`src/rtl/core/kdv_pkg.sv`:
```
// Shared types and constants for the kick drum voice.
package kdv_pkg;

  // Datapath operations, one per controller step
  typedef logic [4:0] op_t;
  localparam op_t OP_NOP  = 5'd0;
  localparam op_t OP_LOAD = 5'd1;
  localparam op_t OP_SIL  = 5'd2;
  localparam op_t OP_PENV = 5'd3;
  localparam op_t OP_ESW  = 5'd4;
  localparam op_t OP_DIV3 = 5'd5;
  localparam op_t OP_EXP  = 5'd6;
  localparam op_t OP_EXPF = 5'd7;
  localparam op_t OP_INC  = 5'd8;
  localparam op_t OP_CENV = 5'd9;
  localparam op_t OP_CLK  = 5'd10;
  localparam op_t OP_NENV = 5'd11;
  localparam op_t OP_NM1  = 5'd12;
  localparam op_t OP_NM2  = 5'd13;
  localparam op_t OP_NDIV = 5'd14;
  localparam op_t OP_NADD = 5'd15;
  localparam op_t OP_MAG  = 5'd16;
  localparam op_t OP_TG   = 5'd17;
  localparam op_t OP_TGD  = 5'd18;
  localparam op_t OP_SH   = 5'd19;
  localparam op_t OP_SHD  = 5'd20;
  localparam op_t OP_DRV  = 5'd21;
  localparam op_t OP_AENV = 5'd22;
  localparam op_t OP_AMP  = 5'd23;
  localparam op_t OP_LVL  = 5'd24;

  typedef struct packed {
    op_t        op;
    logic [2:0] idx;
  } kdv_cmd_t;

  typedef struct packed {
    logic silent;
    logic drive_zero;
    logic div_done;
  } kdv_stat_t;

  // Register indexes
  localparam logic [2:0] REG_BASE_INC = 3'd0;
  localparam logic [2:0] REG_SWEEP    = 3'd1;
  localparam logic [2:0] REG_PCOEF    = 3'd2;
  localparam logic [2:0] REG_BCOEF    = 3'd3;
  localparam logic [2:0] REG_NCOEF    = 3'd4;
  localparam logic [2:0] REG_NMIX     = 3'd5;
  localparam logic [2:0] REG_DRIVE    = 3'd6;
  localparam logic [2:0] REG_CMIX     = 3'd7;

  localparam logic [19:0] RST_BASE_INC = 20'd20972;
  localparam logic [9:0]  RST_SWEEP    = 10'd576;
  localparam logic [23:0] RST_PCOEF    = 24'd16742299;
  localparam logic [23:0] RST_BCOEF    = 24'd16773721;
  localparam logic [23:0] RST_NCOEF    = 24'd16690062;
  localparam logic [16:0] RST_NMIX     = 17'd9830;
  localparam logic [16:0] RST_DRIVE    = 17'd19661;
  localparam logic [16:0] RST_CMIX     = 17'd32768;

  localparam logic [23:0] ENV_FULL      = 24'hFFFFFF;
  localparam logic [23:0] SILENCE_LEVEL = 24'd1678;
  localparam logic [24:0] Q24_ONE       = 25'h1000000;
  localparam logic [29:0] EXP_ONE       = 30'h10000000;
  localparam logic [31:0] DIV3_RECIP    = 32'hAAAAAAAB;
  localparam logic [41:0] NOISE_DIV     = 42'd32767;
  localparam logic [31:0] LEVEL_SCALE   = 32'd32767;
  localparam logic [63:0] INV_LN2_Q28   = 64'd387270501;

  // Divider geometry
  localparam int DIV_NW = 49;
  localparam int DIV_DW = 25;

  localparam logic [63:0] SIN_COEF [5] = '{64'd421657428, 64'd173399667, 64'd21392326,
                                           64'd1256749, 64'd43068};
  localparam logic [29:0] EXP_COEF [6] = '{30'd186065280, 30'd64485312, 30'd14899271,
                                           30'd2581847, 30'd357920, 30'd41348};

endpackage

```
`src/rtl/core/kdv_ctrl.sv`:
```
// Sequencer: walks the datapath through one sample and runs the handshakes.
module kdv_ctrl (
  input  logic                clk,
  input  logic                rst,
  input  logic                in_valid,
  output logic                in_ready,
  output logic                out_valid,
  input  logic                out_ready,
  input  kdv_pkg::kdv_stat_t  stat,
  output kdv_pkg::kdv_cmd_t   cmd
);
  import kdv_pkg::*;

  localparam logic [4:0] S_IDLE  = 5'd0;
  localparam logic [4:0] S_CHECK = 5'd1;
  localparam logic [4:0] S_SIL   = 5'd2;
  localparam logic [4:0] S_PENV  = 5'd3;
  localparam logic [4:0] S_ESW   = 5'd4;
  localparam logic [4:0] S_DIV3  = 5'd5;
  localparam logic [4:0] S_EXP   = 5'd6;
  localparam logic [4:0] S_EXPF  = 5'd7;
  localparam logic [4:0] S_INC   = 5'd8;
  localparam logic [4:0] S_CENV  = 5'd9;
  localparam logic [4:0] S_CLK   = 5'd10;
  localparam logic [4:0] S_NENV  = 5'd11;
  localparam logic [4:0] S_NM1   = 5'd12;
  localparam logic [4:0] S_NM2   = 5'd13;
  localparam logic [4:0] S_NDIV  = 5'd14;
  localparam logic [4:0] S_NADD  = 5'd16;
  localparam logic [4:0] S_MAG   = 5'd17;
  localparam logic [4:0] S_TG    = 5'd18;
  localparam logic [4:0] S_TGD   = 5'd19;
  localparam logic [4:0] S_SH    = 5'd20;
  localparam logic [4:0] S_SHD   = 5'd21;
  localparam logic [4:0] S_DWAIT = 5'd22;
  localparam logic [4:0] S_DRV   = 5'd23;
  localparam logic [4:0] S_AENV  = 5'd24;
  localparam logic [4:0] S_AMP   = 5'd25;
  localparam logic [4:0] S_LVL   = 5'd26;
  localparam logic [4:0] S_OUT   = 5'd27;

  logic [4:0] state, state_next;
  logic [2:0] idx, idx_next;

  assign in_ready  = (state == S_IDLE);
  assign out_valid = (state == S_OUT);

  always_comb begin
    state_next = state;
    idx_next   = idx;
    cmd.op     = OP_NOP;
    cmd.idx    = idx;
    case (state)
      S_IDLE: begin
        if (in_valid) begin
          cmd.op     = OP_LOAD;
          state_next = S_CHECK;
        end
      end
      S_CHECK: state_next = stat.silent ? S_SIL : S_PENV;
      S_SIL:   begin cmd.op = OP_SIL;  state_next = S_OUT; end
      S_PENV:  begin cmd.op = OP_PENV; state_next = S_ESW; end
      S_ESW:   begin cmd.op = OP_ESW;  state_next = S_DIV3; end
      S_DIV3: begin
        cmd.op     = OP_DIV3;
        idx_next   = 3'd4;
        state_next = S_EXP;
      end
      S_EXP: begin
        cmd.op   = OP_EXP;
        idx_next = idx - 1'b1;
        if (idx == 3'd0) begin
          state_next = S_EXPF;
        end
      end
      S_EXPF:  begin cmd.op = OP_EXPF; state_next = S_INC; end
      S_INC:   begin cmd.op = OP_INC;  state_next = S_CENV; end
      S_CENV:  begin cmd.op = OP_CENV; state_next = S_CLK; end
      S_CLK:   begin cmd.op = OP_CLK;  state_next = S_NENV; end
      S_NENV:  begin cmd.op = OP_NENV; state_next = S_NM1; end
      S_NM1:   begin cmd.op = OP_NM1;  state_next = S_NM2; end
      S_NM2: begin
        cmd.op     = OP_NM2;
        idx_next   = 3'd2;
        state_next = S_NDIV;
      end
      // three folds bring the noise product below 2^15 + 1
      S_NDIV: begin
        cmd.op   = OP_NDIV;
        idx_next = idx - 1'b1;
        if (idx == 3'd0) begin
          state_next = S_NADD;
        end
      end
      S_NADD:  begin cmd.op = OP_NADD; state_next = S_MAG; end
      S_MAG: begin
        cmd.op     = OP_MAG;
        state_next = stat.drive_zero ? S_AENV : S_TG;
      end
      S_TG:    begin cmd.op = OP_TG;   state_next = S_TGD; end
      S_TGD:   begin cmd.op = OP_TGD;  state_next = S_SH; end
      S_SH:    begin cmd.op = OP_SH;   state_next = S_SHD; end
      S_SHD:   begin cmd.op = OP_SHD;  state_next = S_DWAIT; end
      S_DWAIT: if (stat.div_done) state_next = S_DRV;
      S_DRV:   begin cmd.op = OP_DRV;  state_next = S_AENV; end
      S_AENV:  begin cmd.op = OP_AENV; state_next = S_AMP; end
      S_AMP:   begin cmd.op = OP_AMP;  state_next = S_LVL; end
      S_LVL:   begin cmd.op = OP_LVL;  state_next = S_OUT; end
      S_OUT:   if (out_ready) state_next = S_IDLE;
      default: state_next = S_IDLE;
    endcase
  end

  always_ff @(posedge clk) begin
    if (rst) begin
      state <= S_IDLE;
      idx   <= '0;
    end else begin
      state <= state_next;
      idx   <= idx_next;
    end
  end

endmodule

```
`config.mk`:
```
export PLATFORM = sky130hd
export DESIGN_NAME = kdv_ctrl
export DESIGN_NICKNAME = d
export VERILOG_FILES = /design/src/rtl/core/kdv_pkg.sv /design/src/rtl/core/kdv_ctrl.sv
export SDC_FILE = /design/constraint.sdc
export NUM_CORES = 1
export LEC_CHECK = 0
export BUFFER_PORTS_ARGS = -buffer_cell sky130_fd_sc_hd__buf_2
export CAP_MARGIN = 40
export CORE_MARGIN = 4
export CORE_UTILIZATION = 35
export CTS_BUF_LIST = sky130_fd_sc_hd__clkbuf_16
export DETAILED_ROUTE_END_ITERATION = 8
export PLACE_DENSITY = 0.55
export SYNTH_ARGS = -nofsm -noshare
export SYNTH_HDL_FRONTEND = slang
export SYNTH_SLANG_ARGS = --single-unit
export TNS_END_PERCENT = 10
```
`constraint.sdc`:
```
create_clock -name clk -period 2 [get_ports clk]
set_input_delay 0.2 -clock clk [delete_from_list [all_inputs] [get_ports clk]]
set_output_delay 0.2 -clock clk [all_outputs]
set_load 0.05 [all_outputs]
```
==> results of run 1 <==
-- flip-flops by register name (all words and copies together), names as in the netlist --
signal,flops
idx,3
state,5
-- cells by family (layout without fill, tap and decap cells) --
group           count (synthesis)  in the layout
compound gates                 44             44
xor+xnor                        1              1
fa+ha+maj                       2              2
buf+inv                        18             36
flops                           8              8
simple gates                   41             41
-- worst paths after layout --
| path | endpoint |
|---|---|
| hold / removal | idx[2] |
| setup reg to reg | state[4] |
| hold reg to reg | idx[1] |
| setup / recovery | cmd[3] |
-- power breakdown --
| part | internal (mW) | switching (mW) | leakage, nW |
|---|---|---|---|
| sequential | 0.206 | 0.103 | 0.0666 |
| clock | 0.258 | 0.0763 | 0.0370 |
| combinational | 0.369 | 0.699 | 0.296 |
| total | 0.833 | 0.878 | 0.400 |
-- area by class of cell --
type	count	area, um2
tap	27	33.8
clock buffer	3	75.1
timing repair buffer	25	148
multi-input combinational	88	554
inverter	8	30.0
fill	222	1060
sequential	8	164
-- per-layer routing --
metal  vias up  global-route usage (%)
met5         -                       0
met4         0                    2.78
met3         0                    4.87
met2        14                    20.8
met1       392                    18.1
li1        451                       -
-- stage by stage --
stage               hold slack [ns]  area [um2]  instances  util [%]  total power, mW
floorplan                     0.269         792        114         -             1.13
global placement              0.475         926        156      44.9             1.38
detailed placement            0.478         926        156      44.9             1.37
CTS                           0.238        1000        159      48.5             1.71
global route                  0.254        1000        159      48.7             1.84
finish                        0.234        1000        159      48.7             1.71
-- layout by cell type (no fill, tap or decap), types with 2 or more instances in the layout --
master and instances:
nor3_1 3, clkbuf_16 3, buf_4 9, o31a_1 3, a31oi_1 3, a21oi_1 16, or2_1 2, dfxtp_2 3
nand2_1 6, ha_1 2, or2_2 2, nor2b_1 4, nand2b_1 5, inv_1 8, nor2_1 8, o21ai_0 10
buf_2 16, dfxtp_1 5, nand3_1 2
-- worst max-delay path, cell delays in order (launching register included) --
cell and delay [ns]:
dfxtp_1 0.51, buf_4 0.21, nor2b_1 0.16, o21ai_0 0.10, nand2_1 0.07, a22o_1 0.12
buf_2 0.25
-- repair_timing --
action                                 4_1_cts  5_1_grt
endpoints found under the hold margin        0        0
hold buffers                                 0        0
gates resized for setup                      0        3
setup endpoints to repair                    0        2
==> impl_metrics.tcl, run 1 <==
set metrics [dict create \
    synthArstFlopShare_pct 0 \
    power_density_nw_per_um2 1700 \
    crit_required_ns 1.80 \
    ys_top_cells_by_count "16 x a21oi_1, 11 x o21ai_0, 8 x dfxtp_1, 8 x inv_1, 8 x nor2_1" \
    vias 857 \
    maxCapViolCount 0 \
    crit_path_max_fanout 10 \
    timing_worst_setup_path_type "reg2out" \
    grt_start_max_net_pins 17 \
    die_width_um 55.6 \
    synth_top_family_by_area "compound AO/OA/AOI/OAI gates" \
    ant_nets 0 \
    io_pins 17 \
    fin_crit_sh_pct 92.2 \
    cp-startpoint "state[3]" \
    worstSkewPairLatency_ns 0.23 \
    yosys_register_bits 8 \
    grt_overflow_total 0 \
    tns_ns 0 \
    synthMuxAreaShare_pct 0 \
    antenna_found_initial 0 \
    initialDrtViolationCount 23 \
    setup_viol 0 \
    post_cts_buffers 0 \
    drive_gt1_share_pct 28.8 \
    synth_warnings 0 \
    cts-htree-levels 1 \
    synth_area_leaders "dfxtp_1 20%, a21oi_1 10%, o21ai_0 7.0%" \
    synth_largest_area_cell "dfxtp_1" \
    die-area_um2 3090 \
    clockBufferDepth 2 \
    synth_seq_area_share_pct 20.2 \
    reg2reg_from "state[3]" \
    portBuffers 16 \
    final-hold-violation-count 0 \
    wl_mm 2.03 \
    arrival_ns 1.64 \
    dp_hpwl_mm 1.55 \
    antennaDiodeCount 0 \
    max_slew_margin_pct 72.5 \
    synth-main-ff-cell "dfxtp_1" \
    yosysTopAreaCellShare_pct 20.2 \
    min_path_type "in2reg" \
    yosysMostFrequentCell "a21oi_1" \
    synth_xor_area_share_pct 1.11 \
    remaining_drc_errors 0 \
    vias_per_cell 5.39 \
    wl_met1_um 953 \
    synth-edff-count 0 \
    start_util_pct 38.4 \
    area_growth_pct 26.9 \
    synthAdderAreaFrac_pct 3.16 \
    synthSimpleGateAreaFrac_pct 31.1 \
    outcome "finished clean" \
    tritoncts "done" \
    first_pass_iters 4 \
    reg2reg_depth 4 \
    num-nets-final 143 \
    cts_buffers 3 \
    r2r_setup_slack_ns 0.33 \
    grt_pass1_wl_mm 3.38 \
    place_ws_ns 0.319 \
    route.met2.wl_um 973 \
    tightest_slew_ns 0.409 \
    cts_root_buffer "clkbuf_16" \
    startpoint_type "register" \
    netlist_area_um2 792 \
    path_clk_slew_ns 0.04 \
    num_rows 16 \
    rsz0062_at_grt "false" \
    p_leak_nw 0.400 \
    highest_layer "met3" \
    syn_inst 114 \
    final_max_slew_viol_count 0 \
    wire_per_inst_um 12.7 \
    vdd_ir_drop_max_mv 0.777 \
    synth_compound_area_share_pct 34.6 \
    wl_met3_um 98 \
    clock-sinks 8 \
    design.core.area_um2 2060 \
    hp-start "rst" \
    fmax_ghz 0.542 \
    fin_skew_ns 0.000829 \
    hold_depth 2 \
    avgSynthCellArea_um2 6.95 \
    period_minus_slack_ns 1.84 \
    grt_pass1_vias 737 \
    synthesis.nets 123 \
    fin_ws_ns 0.155 \
    cp-end-kind "output port" \
    place_congestion 0.793 \
    grt_use_total_pct 13.5 \
    chipHeight_um 55.6 \
    yosysUniqueCellTypes 39 \
]
Power figures use the tool's default switching activity.
==> run 2, diff against run 1 <==
Settings changed: ABC_AREA from default to 1, CORE_UTILIZATION 35 to 54, PLACE_DENSITY 0.55 to 0.78.
==> run 2 against run 1 <==
Cell count is 33% higher. Global-route usage is 12 points higher. Total power increased by 33%. Via count up 42%. First-iteration DRC count rose to 4.9 times the previous value. Hold slack lost 0.039 ns. Largest cell class unchanged.
==> impl_metrics.tcl, run 2 <==
set metrics [dict create \
    syn_inst 176 \
    comb_power_share_pct 71.5 \
    power_frac_seq_pct 13.9 \
    worstSkewPairLatency_ns 0.23 \
    yosysUniqueCellTypes 24 \
    largest_reg_flops 5 \
    vias_per_cell 5.76 \
    period_minus_slack_ns 1.88 \
    setup_viol 0 \
    grt_overflow_total 0 \
    wire_per_inst_um 13.7 \
    synth_seq_area_share_pct 17.5 \
    tritoncts "done" \
    avgSynthCellArea_um2 5.19 \
    arrival_ns 1.68 \
    ctsHoldBuffers 0 \
    max_slew_margin_pct 80.1 \
    yosysTopAreaCellShare_pct 18.9 \
    finalPower_mw 2.28 \
    synthAdderAreaFrac_pct 2.74 \
    final_max_slew_viol_count 0 \
    mostFrequentLayoutCells "46 x nor2_1, 43 x nand2_1, 26 x inv_1, 16 x buf_2, 8 x nand3_1" \
    yosysMostFrequentCell "nor2_1" \
    synthSimpleGateAreaFrac_pct 54.5 \
    holdWs_ns 0.195 \
    initialDrtViolationCount 112 \
    vdd_ir_drop_max_mv 1.59 \
    crit_required_ns 1.80 \
    grt_start_max_net_pins 8 \
    synth_xor_area_share_pct 0 \
    sw_frac_of_total_pct 60.3 \
    crit_path_max_fanout 7 \
    post_cts_buffers 0 \
    synth_top_family_by_area "simple AND/OR/NAND/NOR gates" \
    synth-main-ff-cell "dfxtp_1" \
    tns_ns 0 \
    io_pins 17 \
    num_rows 14 \
    fin_skew_ns 0.00337 \
    slowest_stage "dfxtp_1" \
    fin_crit_sh_pct 94.0 \
    cp-end-kind "output port" \
    rsz0062_at_grt "false" \
    antenna_found_initial 0 \
    grt_pass1_wl_mm 4.85 \
    grt_pass1_vias 1130 \
    dp_hpwl_mm 2.31 \
    maxCapViolCount 0 \
    p_int_uw 903 \
    switchingPower_mw 1.37 \
    die-area_um2 2410 \
    synth_area_leaders "nor2_1 19%, nand2_1 18%, dfxtp_1 18%" \
    chipHeight_um 49.1 \
    synthMuxAreaShare_pct 0 \
    synth_warnings 0 \
    cp_cell_sequence "inv_2, nand2_1, nor2_4, a211oi_1, nand3_1, buf_2" \
    outcome "finished clean" \
    fin_cells 211 \
    hp-start "rst" \
    cts_buffers 3 \
    synthArstFlopShare_pct 0 \
    clock-sinks 8 \
    grt_use_total_pct 25.9 \
    ys_top_cells_by_count "46 x nor2_1, 43 x nand2_1, 26 x inv_1, 8 x dfxtp_1, 8 x nand3_1" \
    timing_worst_setup_path_type "reg2out" \
    min_path_type "in2reg" \
    p_clk_share_pct 14.7 \
    clockBufferDepth 2 \
    power_density_nw_per_um2 2080 \
    vias 1216 \
    reg2reg_from "state[4]" \
    start_util_pct 58.6 \
    area_growth_pct 20.0 \
    p_leak_nw 0.676 \
    antennaDiodeCount 0 \
    drive_gt1_share_pct 19.0 \
    path_clk_slew_ns 0.04 \
    dp.cells 208 \
    tightest_slew_ns 0.296 \
    netlist_area_um2 913 \
    max_stage_delay_ns 0.48 \
    num-nets-final 206 \
    place_congestion 0.963 \
    final-hold-violation-count 0 \
    top_register "state" \
    fmax_ghz 0.532 \
    wl_mm 2.89 \
    cts_root_buffer "clkbuf_16" \
    design.core.area_um2 1560 \
    cp-startpoint "state[4]" \
    final_common_cell "nor2_1" \
    yosys_register_bits 8 \
    synth_compound_area_share_pct 12.5 \
    top_regs "state: 5 flops, idx: 3 flops" \
    die_width_um 49.1 \
    remaining_drc_errors 0 \
    cts-htree-levels 1 \
    startpoint_type "register" \
    first_pass_iters 5 \
    ant_nets 0 \
    synth-edff-count 0 \
    portBuffers 16 \
    synthesis.nets 185 \
    synth_largest_area_cell "nor2_1" \
]
-- run 2: changes by cell type after synthesis, moves of 6 or more --
cell     before  now
nor2_1        8   46
nand3_1       2    8
nand2_1       6   43
a21oi_1      16    7
inv_1         8   26
-- run 2: cell families after synthesis --
logic type | Yosys count
AND/OR/NAND/NOR | 115
flip-flops | 8
AO/OA/AOI/OAI | 20
adder cells (fa/ha/maj) | 2
buffers and inverters | 31
-- run 2: critical path, delay by kind of cell, from the launching register on --
family | cells | cell delay, ns
AND/OR/NAND/NOR | 3 | 0.35
flip-flops | 1 | 0.48
buffers and inverters | 2 | 0.33
AO/OA/AOI/OAI | 1 | 0.28
-- run 2: through the flow --
stage                     setup slack (ns)  utilization (%)  area (um2)
after CTS                           0.0529             69.8        1090
after global routing                0.0183             70.3        1100
after detailed placement             0.332             65.0        1010
final                                0.121             70.3        1100
after global placement               0.294             65.0        1010
after floorplan                      0.314                -         913
-- run 2: cell type report --
cell class / count / area (um2)
tap: 16 / 20.0
fill: 145 / 463
clock buffer: 3 / 75.1
inverter: 31 / 116
sequential: 8 / 163
timing repair buffer: 16 / 80.1
multi-input combinational: 137 / 642
-- run 2: power groups by stage --
stage	Sequential [mW]	Combinational (mW)	Clock, mW
after floorplan	0.312	1.23	0
after global placement	0.301	1.58	0
after detailed placement	0.305	1.59	0
after CTS	0.304	1.61	0.336
after global routing	0.323	1.78	0.348
final	0.316	1.63	0.334
-- run 2: path summary, 6_finish.rpt --
path	end	slack [ns]	cells after the start
max	cmd[3]	0.12	6
min	state[1]	0.20	2
max reg2reg	state[3]	0.32	7
min reg2reg	idx[0]	0.48	1
-- run 2: routing by layer --
layer / track usage [%] / vias up / part of all wire (%)
met5: 0 / - / 0
met4: 9.95 / 0 / 3.6
met3: 5.81 / 17 / 9.3
met2: 44.6 / 79 / 48
met1: 30.8 / 533 / 39
li1: - / 587 / -
-- run 2: repair_timing --
action,4_1_cts,5_1_grt
endpoints found under the setup margin,0,4
resized for setup,0,3
endpoints found under the hold margin,0,0
